**config.mk**
```make
export PLATFORM = sky130hd
export DESIGN_NAME = tick_task_scheduler_table_flat
export DESIGN_NICKNAME = d
export VERILOG_FILES = /design/src/rtl/ttst_pkg.sv /design/src/rtl/ttst_if.sv /design/src/rtl/ttst_slot_mem.sv /design/src/rtl/tick_task_scheduler_table.sv /design/src/flat_wrapper.sv
export SDC_FILE = /design/constraint.sdc
export NUM_CORES = 1
export LEC_CHECK = 0
export BUFFER_PORTS_ARGS = -buffer_cell sky130_fd_sc_hd__buf_4
export CORE_ASPECT_RATIO = 0.7
export CORE_MARGIN = 4
export CORE_UTILIZATION = 55
export CTS_CLUSTER_SIZE = 8
export DETAILED_ROUTE_END_ITERATION = 16
export PLACE_DENSITY = 0.79
export SLEW_MARGIN = 0
export SYNTH_ARGS = -nofsm -noshare
export SYNTH_HDL_FRONTEND = slang
export SYNTH_SLANG_ARGS = --single-unit
```
**constraint.sdc**
```tcl
create_clock -name clk -period 5.5 [get_ports clk]
set_clock_uncertainty 0.2 [all_clocks]
set_input_delay 0.55 -clock clk [delete_from_list [all_inputs] [get_ports clk]]
set_output_delay 0.55 -clock clk [all_outputs]
set_load 0.05 [all_outputs]
```
**src/rtl/ttst_pkg.sv**
```systemverilog
// Shared types and constants of the tick task scheduler table.
package ttst_pkg;

	// action codes of a command beat
	localparam logic [1:0] ACT_TICK     = 2'd0;
	localparam logic [1:0] ACT_ADD      = 2'd1;
	localparam logic [1:0] ACT_DISPATCH = 2'd2;
	localparam logic [1:0] ACT_CLEAR    = 2'd3;

	// status codes of a result beat
	localparam logic [2:0] STS_DONE  = 3'd0;
	localparam logic [2:0] STS_ADDED = 3'd1;
	localparam logic [2:0] STS_FULL  = 3'd2;
	localparam logic [2:0] STS_RUN   = 3'd3;
	localparam logic [2:0] STS_NONE  = 3'd4;
	localparam logic [2:0] STS_NULL  = 3'd5;

	// most run results one dispatch may give
	localparam int RESULT_CAP = 8;
	localparam int RES_CNT_W  = $clog2(RESULT_CAP + 1);

	typedef struct packed {
		logic [7:0]  handle;
		logic [15:0] delay;
		logic [15:0] period;
		logic [7:0]  pending;
	} slot_entry_t;

	// control group from the sequencer to the slot memory
	typedef struct packed {
		logic rd_en;
		logic wr_en;
		logic free_en;
		logic clear_all;
	} mem_ctrl_t;

endpackage

```
**src/rtl/ttst_if.sv**
```systemverilog
// Command and result channel interfaces of the tick task scheduler table.
interface ttst_cmd_if;
	logic        valid;
	logic        ready;
	logic [1:0]  action;
	logic [7:0]  task_handle;
	logic [15:0] period;
	logic [15:0] delay;

	modport source (output valid, action, task_handle, period, delay, input ready);
	modport sink   (input valid, action, task_handle, period, delay, output ready);
endinterface

interface ttst_rsp_if;
	logic       valid;
	logic       ready;
	logic [2:0] status;
	logic [2:0] slot;
	logic [7:0] run_handle;
	logic       last;

	modport source (output valid, status, slot, run_handle, last, input ready);
	modport sink   (input valid, status, slot, run_handle, last, output ready);
endinterface

```
**src/rtl/ttst_slot_mem.sv**
```systemverilog
// Slot memory with per-slot occupied bits; a free slot reads as all zero.
module ttst_slot_mem
	import ttst_pkg::*;
#(
	parameter int DEPTH  = 8,
	parameter int ADDR_W = 3
) (
	input  logic              clk,
	input  logic              arst_n,
	input  mem_ctrl_t         ctrl,
	input  logic [ADDR_W-1:0] rd_addr,
	input  logic [ADDR_W-1:0] wr_addr,
	input  logic [ADDR_W-1:0] free_addr,
	input  slot_entry_t       wr_data,
	output slot_entry_t       rd_data,
	output logic              rd_occ,
	output logic [DEPTH-1:0]  occ
);

	slot_entry_t       mem [0:DEPTH-1];
	slot_entry_t       data_s1;
	logic              occ_s1;
	logic [DEPTH-1:0]  occ_q;

	always_ff @(posedge clk) begin
		if (ctrl.wr_en) begin
			mem[wr_addr] <= wr_data;
		end
		if (ctrl.rd_en) begin
			data_s1 <= mem[rd_addr];
		end
	end

	always_ff @(posedge clk or negedge arst_n) begin
		if (!arst_n) begin
			occ_q  <= '0;
			occ_s1 <= 1'b0;
		end else begin
			if (ctrl.clear_all) begin
				occ_q <= '0;
			end else begin
				if (ctrl.wr_en) begin
					occ_q[wr_addr] <= 1'b1;
				end
				if (ctrl.free_en) begin
					occ_q[free_addr] <= 1'b0;
				end
			end
			if (ctrl.rd_en) begin
				occ_s1 <= occ_q[rd_addr];
			end
		end
	end

	assign rd_occ  = occ_s1;
	assign rd_data = occ_s1 ? data_s1 : '0;
	assign occ     = occ_q;

endmodule

```
**src/rtl/tick_task_scheduler_table.sv**
```systemverilog
// Top level of the tick task scheduler table: command sequencer and result register.
//
// Usage: command beats arrive on cmd (action, task_handle, period, delay) and
// result beats leave on rsp (status, slot, run_handle, last). Every command
// gives one or more result beats; last marks the final beat of a command.
// One command is worked at a time; cmd.ready is high only while idle.
// Add and clear go from accept to the final state. Tick and dispatch walk
// the slot memory one slot per cycle unless stalled, reading a slot while
// the previous one is written back. Dispatch holds each found run result
// until the next find or the end of the sweep, so that the final one can
// carry last; a later find waits while rsp is stalled and the register
// full. The result register parts the two sides: a new command can be
// taken while the last beat of the previous one still waits on rsp.ready.
// Reset clears the occupied bit of every slot at once, so all slots read
// free with zero fields; no clearing pass is needed. Clear does the same
// at once. A stalled rsp holds its beat and blocks only further results.
module tick_task_scheduler_table
	import ttst_pkg::*;
#(
	parameter int TASK_SLOTS = 8
) (
	input  logic       clk,
	input  logic       arst_n,
	ttst_cmd_if.sink   cmd,
	ttst_rsp_if.source rsp
);

	localparam int IDX_W = (TASK_SLOTS > 1) ? $clog2(TASK_SLOTS) : 1;
	localparam logic [IDX_W-1:0] LAST_IDX = IDX_W'(TASK_SLOTS - 1);

	// sequencer states
	localparam logic [1:0] ST_IDLE  = 2'd0;
	localparam logic [1:0] ST_SWEEP = 2'd1;
	localparam logic [1:0] ST_FIN   = 2'd2;

	// slot index masked to the 3-bit result field
	function automatic logic [2:0] slot3(input logic [IDX_W-1:0] i);
		logic [IDX_W+2:0] e;
		e = {3'b000, i};
		return e[2:0];
	endfunction

	logic [1:0]           state_q;
	logic [1:0]           act_q;
	logic [IDX_W-1:0]     idx_q;
	logic [RES_CNT_W-1:0] cnt_q;

	// held result: the final beat of the command, or the latest run found
	logic                 held_valid_q;
	logic [2:0]           held_status_q;
	logic [2:0]           held_slot_q;
	logic [7:0]           held_handle_q;

	// result register
	logic                 out_valid_q;
	logic [2:0]           out_status_q;
	logic [2:0]           out_slot_q;
	logic [7:0]           out_handle_q;
	logic                 out_last_q;

	mem_ctrl_t            ctrl;
	logic [IDX_W-1:0]     rd_addr;
	logic [IDX_W-1:0]     wr_addr;
	logic [IDX_W-1:0]     free_addr;
	slot_entry_t          wr_data;
	slot_entry_t          rd_data;
	logic                 rd_occ;
	logic [TASK_SLOTS-1:0] occ;

	logic                 accept;
	logic                 out_free;
	logic                 free_found;
	logic [IDX_W-1:0]     free_idx;
	logic                 is_disp;
	logic                 ready_s;
	logic                 stall;
	logic                 adv;
	logic                 done;
	logic [RES_CNT_W-1:0] cnt_next;
	logic                 push_sweep;
	logic                 push_fin;

	ttst_slot_mem #(
		.DEPTH  (TASK_SLOTS),
		.ADDR_W (IDX_W)
	) u_mem (
		.clk       (clk),
		.arst_n    (arst_n),
		.ctrl      (ctrl),
		.rd_addr   (rd_addr),
		.wr_addr   (wr_addr),
		.free_addr (free_addr),
		.wr_data   (wr_data),
		.rd_data   (rd_data),
		.rd_occ    (rd_occ),
		.occ       (occ)
	);

	assign cmd.ready = (state_q == ST_IDLE);
	assign accept    = cmd.valid && cmd.ready;
	assign out_free  = !out_valid_q || rsp.ready;

	// lowest free slot
	always_comb begin
		free_found = 1'b0;
		free_idx   = '0;
		for (int i = TASK_SLOTS - 1; i >= 0; i--) begin
			if (!occ[i]) begin
				free_found = 1'b1;
				free_idx   = IDX_W'(i);
			end
		end
	end

	// sweep step on the slot most recently read
	assign is_disp    = (act_q == ACT_DISPATCH);
	assign ready_s    = is_disp && (rd_data.pending != 8'd0);
	assign stall      = (state_q == ST_SWEEP) && ready_s && held_valid_q && !out_free;
	assign adv        = (state_q == ST_SWEEP) && !stall;
	assign cnt_next   = cnt_q + RES_CNT_W'(1);
	assign done       = (idx_q == LAST_IDX) ||
	                    (ready_s && (cnt_next == RES_CNT_W'(RESULT_CAP)));
	assign push_sweep = adv && ready_s && held_valid_q;
	assign push_fin   = (state_q == ST_FIN) && out_free;

	// memory commands
	always_comb begin
		ctrl      = '0;
		rd_addr   = '0;
		wr_addr   = idx_q;
		free_addr = idx_q;
		wr_data   = rd_data;
		if (accept) begin
			case (cmd.action)
				ACT_TICK, ACT_DISPATCH: begin
					ctrl.rd_en = 1'b1;
				end
				ACT_ADD: begin
					if (cmd.task_handle != 8'd0 && free_found) begin
						ctrl.wr_en     = 1'b1;
						wr_addr        = free_idx;
						wr_data.handle = cmd.task_handle;
						wr_data.delay  = cmd.delay;
						wr_data.period = cmd.period;
						wr_data.pending = 8'd0;
					end
				end
				default: begin
					ctrl.clear_all = 1'b1;
				end
			endcase
		end else if (adv) begin
			ctrl.rd_en = !done;
			rd_addr    = idx_q + IDX_W'(1);
			if (is_disp) begin
				if (ready_s) begin
					if (rd_data.period == 16'd0) begin
						ctrl.free_en = 1'b1;
					end else begin
						ctrl.wr_en      = 1'b1;
						wr_data.pending = rd_data.pending - 8'd1;
					end
				end
			end else if (rd_occ) begin
				// tick: due slot counts a run and reloads, others count down
				ctrl.wr_en = 1'b1;
				if (rd_data.delay == 16'd0) begin
					if (rd_data.pending != 8'hFF) begin
						wr_data.pending = rd_data.pending + 8'd1;
					end
					wr_data.delay = rd_data.period;
				end else begin
					wr_data.delay = rd_data.delay - 16'd1;
				end
			end
		end
	end

	// control state
	always_ff @(posedge clk or negedge arst_n) begin
		if (!arst_n) begin
			state_q      <= ST_IDLE;
			act_q        <= ACT_TICK;
			idx_q        <= '0;
			cnt_q        <= '0;
			held_valid_q <= 1'b0;
			out_valid_q  <= 1'b0;
		end else begin
			case (state_q)
				ST_IDLE: begin
					if (accept) begin
						act_q        <= cmd.action;
						idx_q        <= '0;
						cnt_q        <= '0;
						held_valid_q <= (cmd.action != ACT_DISPATCH);
						if (cmd.action == ACT_TICK || cmd.action == ACT_DISPATCH) begin
							state_q <= ST_SWEEP;
						end else begin
							state_q <= ST_FIN;
						end
					end
				end
				ST_SWEEP: begin
					if (adv) begin
						if (ready_s) begin
							held_valid_q <= 1'b1;
							cnt_q        <= cnt_next;
						end
						if (done) begin
							state_q <= ST_FIN;
						end else begin
							idx_q <= idx_q + IDX_W'(1);
						end
					end
				end
				ST_FIN: begin
					if (push_fin) begin
						state_q <= ST_IDLE;
					end
				end
				default: begin
					state_q <= ST_IDLE;
				end
			endcase

			if (push_sweep || push_fin) begin
				out_valid_q <= 1'b1;
			end else if (rsp.ready) begin
				out_valid_q <= 1'b0;
			end
		end
	end

	// held result and result register payload
	always_ff @(posedge clk) begin
		if (accept) begin
			held_slot_q   <= 3'd0;
			held_handle_q <= 8'd0;
			case (cmd.action)
				ACT_ADD: begin
					if (cmd.task_handle == 8'd0) begin
						held_status_q <= STS_NULL;
					end else if (!free_found) begin
						held_status_q <= STS_FULL;
					end else begin
						held_status_q <= STS_ADDED;
						held_slot_q   <= slot3(free_idx);
					end
				end
				default: begin
					held_status_q <= STS_DONE;
				end
			endcase
		end else if (adv && ready_s) begin
			held_status_q <= STS_RUN;
			held_slot_q   <= slot3(idx_q);
			held_handle_q <= rd_data.handle;
		end

		if (push_sweep) begin
			out_status_q <= held_status_q;
			out_slot_q   <= held_slot_q;
			out_handle_q <= held_handle_q;
			out_last_q   <= 1'b0;
		end else if (push_fin) begin
			out_last_q <= 1'b1;
			if (held_valid_q) begin
				out_status_q <= held_status_q;
				out_slot_q   <= held_slot_q;
				out_handle_q <= held_handle_q;
			end else begin
				// dispatch found nothing pending
				out_status_q <= STS_NONE;
				out_slot_q   <= 3'd0;
				out_handle_q <= 8'd0;
			end
		end
	end

	assign rsp.valid      = out_valid_q;
	assign rsp.status     = out_status_q;
	assign rsp.slot       = out_slot_q;
	assign rsp.run_handle = out_handle_q;
	assign rsp.last       = out_last_q;

endmodule

```
**src/flat_wrapper.sv**
```systemverilog
// flat-port wrapper written by rule: the top's interface ports become plain ports
module tick_task_scheduler_table_flat import ttst_pkg::*;
#(
	parameter int TASK_SLOTS = 8
)
  (clk, arst_n, cmd_valid, cmd_action, cmd_task_handle, cmd_period, cmd_delay, cmd_ready, rsp_valid, rsp_status, rsp_slot, rsp_run_handle, rsp_last, rsp_ready);
  ttst_cmd_if cmd_i ();
  ttst_rsp_if rsp_i ();
  input  logic clk;
  input  logic arst_n;
  input wire logic [$bits(cmd_i.valid)-1:0] cmd_valid;
  input wire logic [$bits(cmd_i.action)-1:0] cmd_action;
  input wire logic [$bits(cmd_i.task_handle)-1:0] cmd_task_handle;
  input wire logic [$bits(cmd_i.period)-1:0] cmd_period;
  input wire logic [$bits(cmd_i.delay)-1:0] cmd_delay;
  output wire logic [$bits(cmd_i.ready)-1:0] cmd_ready;
  output wire logic [$bits(rsp_i.valid)-1:0] rsp_valid;
  output wire logic [$bits(rsp_i.status)-1:0] rsp_status;
  output wire logic [$bits(rsp_i.slot)-1:0] rsp_slot;
  output wire logic [$bits(rsp_i.run_handle)-1:0] rsp_run_handle;
  output wire logic [$bits(rsp_i.last)-1:0] rsp_last;
  input wire logic [$bits(rsp_i.ready)-1:0] rsp_ready;
  assign cmd_i.valid = cmd_valid;
  assign cmd_i.action = cmd_action;
  assign cmd_i.task_handle = cmd_task_handle;
  assign cmd_i.period = cmd_period;
  assign cmd_i.delay = cmd_delay;
  assign cmd_ready = cmd_i.ready;
  assign rsp_valid = rsp_i.valid;
  assign rsp_status = rsp_i.status;
  assign rsp_slot = rsp_i.slot;
  assign rsp_run_handle = rsp_i.run_handle;
  assign rsp_last = rsp_i.last;
  assign rsp_i.ready = rsp_ready;
  tick_task_scheduler_table #(.TASK_SLOTS(TASK_SLOTS)) u_core (.clk(clk), .arst_n(arst_n), .cmd(cmd_i), .rsp(rsp_i));
endmodule
```
==> impl_metrics.py, run 1 <==
metrics = {
    "outcome": {
        "status": "completed",
    },
    "worst_setup_path": {
        "reg2reg_depth": 9,
        "r2r_end": "u_core.u_mem.mem[5][37]",
        "end_kind": "flip-flop",
        "crit_chain": "buf_4, nand3b_1, a41oi_1, o2111ai_1, a31oi_1, buf_4, nand2_1, nor2_4, buf_4",
        "worstPathRequired_ns": 5.50,
        "worstSetupPathType": "reg2reg",
        "critPathTopFamily": "buffers and inverters",
        "crit_buf_inv": 3,
        "crit_fanout": 54,
        "arrival_ns": 4.25,
        "cp-start-kind": "flip-flop",
        "cp_common_cell": "buf_4",
        "slowest_stage": "buf_4",
        "r2r_slack_ns": 1.25,
        "max_stage_delay_ns": 0.62,
        "r2r_start": "u_core.u_mem.rd_occ",
    },
    "global_routing": {
        "grt_first_pass_wirelength_um": 76900,
        "antenna_found_initial": 0,
        "grt_max_degree": 77,
        "gr-total-overflow": 0,
        "grt_pass1_vias": 12800,
        "gr-usage-all-layers": 0.249,
    },
    "clock_tree": {
        "cts.sinks": 483,
        "clk_latency_ns": 0.59,
        "post_cts_buffers": 0,
        "htree_levels": 3,
        "ctsRootBufferMaster": "clkbuf_16",
        "tritoncts": "yes",
        "clock_path_buffers": 3,
        "path_clk_slew_ns": 0.05,
        "cts_buffers": 70,
    },
    "synthesis": {
        "synth_cell_types": 69,
        "synthFlopType": "edfxtp_1",
        "avgSynthCellArea_um2": 15.1,
        "synth_area_leaders": "edfxtp_1 66%, mux2i_1 9.9%, a221o_1 2.9%, dfrtp_1 2.7%, nand2_1 2.2%",
        "netlist_instances": 1358,
        "synth_edf_count": 452,
        "ys_warn_count": 0,
        "synth-seq-area-share": 0.700,
        "netlist.area_leader.share": 0.664,
        "yosys.area.top_type": "edfxtp_1",
        "synthArstFlopShare": 0.0455,
        "ys_seq_elements": 483,
        "synth_area_um2": 20400,
        "synth_nets": 1412,
    },
    "cells_and_area": {
        "final_cell_mix": "452 x edfxtp_1, 202 x mux2i_1, 120 x nand2_1",
        "area_delta_synth_final_pct": 15.1,
        "finalNetCount": 1500,
        "final_common_cell": "edfxtp_1",
        "nFillCells": 2518,
        "antenna_cells": 0,
        "layout-drive-gt1-share": 0.139,
    },
    "power": {
        "powerDensity_nw_per_um2": 731,
        "power.leakage_nw": 8.23,
        "power_frac_seq": 0.384,
        "p_sw_frac": 0.385,
        "p_int_w": 0.0106,
        "switchingPower_w": 0.00662,
        "power.total_w": 0.0172,
        "clock_power_share": 0.223,
        "p_comb_frac": 0.393,
        "ir_drop_uv": 560,
    },
    "floorplan": {
        "rows": 58,
        "die_w_um": 238,
        "core_um2": 36300,
        "dieArea_um2": 40400,
        "die_h_um": 169,
        "ios": 63,
        "start_util": 0.563,
    },
    "place": {
        "portBuffers": 62,
        "place_congestion": 0.960,
        "hpwl_um": 29500,
        "dpl_worst_slack_ns": 1.39,
    },
    "hold_path": {
        "hp-start": "cmd_action[0]",
        "worst_hold_path.num_cells": 3,
        "holdPathEnd": "u_core.act_q[0]",
        "hold_class": "in2reg",
    },
    "routing": {
        "drc": 0,
        "wire_per_inst_um": 26.1,
        "routed_wl_um": 50800,
        "first_pass_iters": 6,
        "vias": 12800,
        "via_per_inst": 6.58,
        "drt_iter0_drc": 1711,
        "postRouteAntennaNets": 0,
    },
    "timing": {
        "setup_violations": 0,
        "rsz0062_at_grt": "no",
        "tns_ns": 0,
        "finalHoldViolations": 0,
        "final.setup.worst_slack_ns": 1.25,
        "slew_viol_final": 0,
        "tightest_slew_ns": 1.22,
        "fmax_mhz": 235,
        "maxSlewHeadroom": 0.181,
        "period_needed_ns": 4.25,
        "period_share": 0.772,
    },
    "job": {
        "cap_violations": 0,
    },
}
cell type report:
type	count	area (um^2)	share of cell area
sequential	483	14300	0.608
multi-input combinational	784	5800	0.247
clock buffer	86	1810	0.0770
timing repair buffer	97	808	0.0344
tap	480	601	0.0255
clock inverter	8	155	0.00660
inverter	10	37.5	0.00160
through the flow:
stage	instances	area, um^2	util	hold slack [ns]
4_1_cts	1948	23500	0.648	0.0197
3_5_place_dp	1852	21500	0.593	0.244
6_report	1948	23500	0.648	0.0403
2_1_floorplan	1358	20400	-	0.0544
5_1_grt	1948	23500	0.648	0.0511
3_3_place_gp	1852	21500	0.593	0.239
sequential cells by signal (all words and copies together), names as in the netlist, 4 cells and up:
signal / cells
u_core.u_mem.occ: 8
u_core.held_handle_q: 8
u_core.u_mem.mem: 384
u_core.rsp.run_handle: 8
u_core.cnt_q: 4
u_core.u_mem.data_s1: 48
cell families after synthesis:
family / share of synthesized area
flops: 0.700
simple gates: 0.0684
fa+ha+maj: 0.00490
mux: 0.100
xor+xnor: 0.00300
compound gates: 0.103
buf+inv: 0.0206
Yosys cell counts, types with 9 or more instances:
cell type,n
a221o_1,59
a211oi_1,11
and2_1,14
dfxtp_1,9
clkbuf_1,52
buf_2,17
o221ai_1,50
a21oi_1,35
nor2_1,37
nand2_1,122
edfxtp_1,452
a31oi_1,15
dfrtp_1,22
nor3_1,14
mux2i_1,202
nand3_1,37
nor4_1,10
inv_1,10
o21ai_0,41
per-layer routing:
metal / track usage / wire [um] / vias to the layer above
met5: 0 / 0 / -
li1: - / - / 5616
met4: 0.0699 / 1030 / 0
met3: 0.0569 / 5280 / 90
met1: 0.374 / 21800 / 6313
met2: 0.373 / 22800 / 801
worst max-delay path by stage:
stage,from,endpoint,slack [ns],cells past startpoint
3_3_place_gp,u_core.u_mem.rd_occ,u_core.u_mem.mem[5][19],1.52,9
5_1_grt,u_core.u_mem.rd_occ,u_core.u_mem.mem[5][11],1.02,9
2_1_floorplan,u_core.u_mem.rd_occ,u_core.u_mem.mem[1][0],0.12,12
6_report,u_core.u_mem.rd_occ,u_core.u_mem.mem[5][37],1.25,9
3_5_place_dp,u_core.u_mem.rd_occ,u_core.u_mem.mem[6][18],1.39,9
4_1_cts,u_core.u_mem.rd_occ,u_core.u_mem.mem[6][10],1.37,9
worst min-delay path, delay by kind of cell:
| family | cells | cell delay, ns |
|---|---|---|
| buf+inv | 1 | 0.13 |
| simple gates | 2 | 0.10 |
power by group through the flow:
stage | clock network [W] | registers (W) | logic [W]
3_5_place_dp | 0 | 0.00663 | 0.00661
4_1_cts | 0.00389 | 0.00659 | 0.00667
5_1_grt | 0.00406 | 0.00668 | 0.00719
6_report | 0.00384 | 0.00661 | 0.00676
3_3_place_gp | 0 | 0.00660 | 0.00647
2_1_floorplan | 0 | 0.00653 | 0.00446
timing repair:
action	4_1_cts	5_1_grt
hold endpoints to repair	23	0
endpoints found under the setup margin	0	0
hold buffers	2	0
gates resized for setup	0	0
Power figures use the tool's default switching activity.
==> inputs of run 2 (changes only) <==
==> constraint.sdc (replaced) <==
create_clock -name clk -period 3.44 [get_ports clk]
set_clock_uncertainty 0.2 [all_clocks]
set_input_delay 0.344 -clock clk [delete_from_list [all_inputs] [get_ports clk]]
set_output_delay 0.344 -clock clk [all_outputs]
set_load 0.05 [all_outputs]
==> run 2 against run 1 <==
Compared with the run above: cell area is 3.6% higher; highest routed layer unchanged; largest cell class unchanged; clock power grew 62%; sequential cell count stayed put.
==> impl_metrics.py, run 2 (synthesis gave the netlist of run 1 again) <==
metrics = {
    "clock_tree": {
        "cts_buffers": 70,
        "htree_levels": 3,
        "clk_latency_ns": 0.58,
        "tritoncts": "yes",
        "cts.sinks": 483,
        "path_clk_slew_ns": 0.05,
        "post_cts_buffers": 0,
        "ctsRootBufferMaster": "clkbuf_16",
        "clock_path_buffers": 3,
    },
    "global_routing": {
        "grt_pass1_vias": 13100,
        "gr-usage-all-layers": 0.259,
        "antenna_found_initial": 0,
        "grt_max_degree": 58,
        "grt_first_pass_wirelength_um": 79800,
        "gr-total-overflow": 0,
    },
    "cells_and_area": {
        "area_delta_synth_final_pct": 19.2,
        "nFillCells": 2436,
        "antenna_cells": 0,
        "largest_reg_flops": 384,
        "final_cell_mix": "452 x edfxtp_1, 202 x mux2i_1, 132 x buf_4",
        "largest_registers": "u_core.u_mem.mem x384, u_core.u_mem.data_s1 x48",
        "final_common_cell": "edfxtp_1",
        "finalNetCount": 1567,
        "layout-drive-gt1-share": 0.179,
        "largest-register": "u_core.u_mem.mem",
        "fin_cells": 2022,
    },
    "worst_setup_path": {
        "crit_fanout": 8,
        "r2r_end": "u_core.u_mem.mem[6][6]",
        "reg2reg_depth": 8,
        "arrival_ns": 3.58,
        "cp-endpoint": "u_core.u_mem.mem[6][6]",
        "startpoint": "u_core.u_mem.data_s1[29]",
        "end_kind": "flip-flop",
        "cp-start-kind": "flip-flop",
        "r2r_slack_ns": 0.10,
        "r2r_start": "u_core.u_mem.data_s1[29]",
        "worstPathRequired_ns": 3.68,
        "worstSetupPathType": "reg2reg",
    },
    "place": {
        "portBuffers": 62,
        "hpwl_um": 31000,
        "placed_cells": 1913,
        "place_congestion": 0.922,
    },
    "timing": {
        "period_needed_ns": 3.34,
        "slew_viol_final": 0,
        "rsz0062_at_grt": "no",
        "fmax_mhz": 300,
        "maxSlewHeadroom": 0.439,
        "setup_violations": 0,
        "tns_ns": 0,
        "period_share": 0.970,
        "tightest_slew_ns": 0.833,
        "finalHoldViolations": 0,
    },
    "hold_path": {
        "hold_class": "in2reg",
    },
    "routing": {
        "routed_wl_um": 52300,
        "drt_iter0_drc": 1671,
        "via_per_inst": 6.49,
        "drc": 0,
        "first_pass_iters": 5,
        "wire_per_inst_um": 25.9,
        "vias": 13100,
        "postRouteAntennaNets": 0,
    },
    "floorplan": {
        "rows": 58,
        "die_w_um": 238,
        "core_um2": 36300,
        "ios": 63,
        "start_util": 0.563,
        "die_h_um": 169,
        "dieArea_um2": 40400,
    },
    "power": {
        "powerDensity_nw_per_um2": 1180,
        "p_comb_frac": 0.417,
        "power_frac_seq": 0.366,
        "p_int_w": 0.0178,
        "p_sw_frac": 0.378,
        "switchingPower_w": 0.0109,
        "clock_power_share": 0.217,
        "power.leakage_nw": 8.65,
        "ir_drop_uv": 958,
    },
    "job": {
        "cap_violations": 0,
    },
    "outcome": {
        "status": "completed",
    },
}
run 2: cell count changes in the layout (fill, tap and decap cells not counted), sizes merged:
cell and delta:
buf +61, clkbuf +9, clkinv -5, clkinvlp +2, dlygate4sd3 +6, inv +1
run 2: cell type report:
class	count	area (um^2)	share of cell area
multi-input cells	784	5890	0.242
inverters	10	45.0	0.00185
clock buffers	95	1890	0.0775
clock inverters	6	92.6	0.00380
well taps	480	601	0.0246
repair buffers	164	1550	0.0637
flip-flops and latches	483	14300	0.587
run 2: what timing repair did:
| action | 4_1_cts | 5_1_grt |
|---|---|---|
| hold endpoints to repair | 46 | 0 |
| endpoints found under the setup margin | 0 | 32 |
| hold buffers | 8 | 0 |
| gates resized for setup | 0 | 6 |
run 2: layer usage:
metal / part of all wire / GRT usage / wire [um] / up-vias
met2: 0.45 / 0.387 / 23600 / 730
li1: - / - / - / 5763
met1: 0.43 / 0.387 / 22400 / 6542
met3: 0.097 / 0.0564 / 5070 / 94
met4: 0.024 / 0.0799 / 1270 / 0
met5: 0 / 0 / 0 / -
run 2: worst min path at each step:
stage | from | endpoint | slack [ns] | depth (start not counted)
after global routing | arst_n | u_core.state_q[1] | 0.03 | 2
after global placement | arst_n | u_core.rsp.valid | 0.07 | 1
final | cmd_period[0] | u_core.u_mem.mem[1][8] | 0.02 | 4
after floorplan | arst_n | u_core.act_q[0] | -0.15 | 0
after CTS | arst_n | u_core.rsp.valid | 0.0009 | 2
after detailed placement | arst_n | u_core.rsp.valid | 0.07 | 1
run 2: power groups by stage:
stage / Combinational [W] / Clock, W / Sequential [W]
finish: 0.0120 / 0.00622 / 0.0105
global route: 0.0127 / 0.00661 / 0.0106
CTS: 0.0118 / 0.00630 / 0.0105
detailed placement: 0.0117 / 0 / 0.0105
global placement: 0.0114 / 0 / 0.0105
floorplan: 0.00727 / 0 / 0.0104
run 2: critical path, cell delays in order (launching register included):
cell      delay, ns
edfxtp_1       0.43
or4_1          0.58
or4_1          0.57
buf_4          0.20
nor4_1         0.33
mux2i_1        0.22
nand3_1        0.10
a222oi_1       0.36
buf_4          0.22
run 2: through the flow:
step	instance area, um^2	setup WS, ns	power, W	hold slack (ns)	utilization
after floorplan	20600	-0.170	0.0177	-0.152	-
after global placement	22300	0.169	0.0219	0.0659	0.614
after detailed placement	22300	0.103	0.0222	0.0743	0.614
after CTS	24300	0.0826	0.0286	0.000891	0.671
after global routing	24400	0.0162	0.0299	0.0251	0.672
final	24400	0.102	0.0287	0.0199	0.672
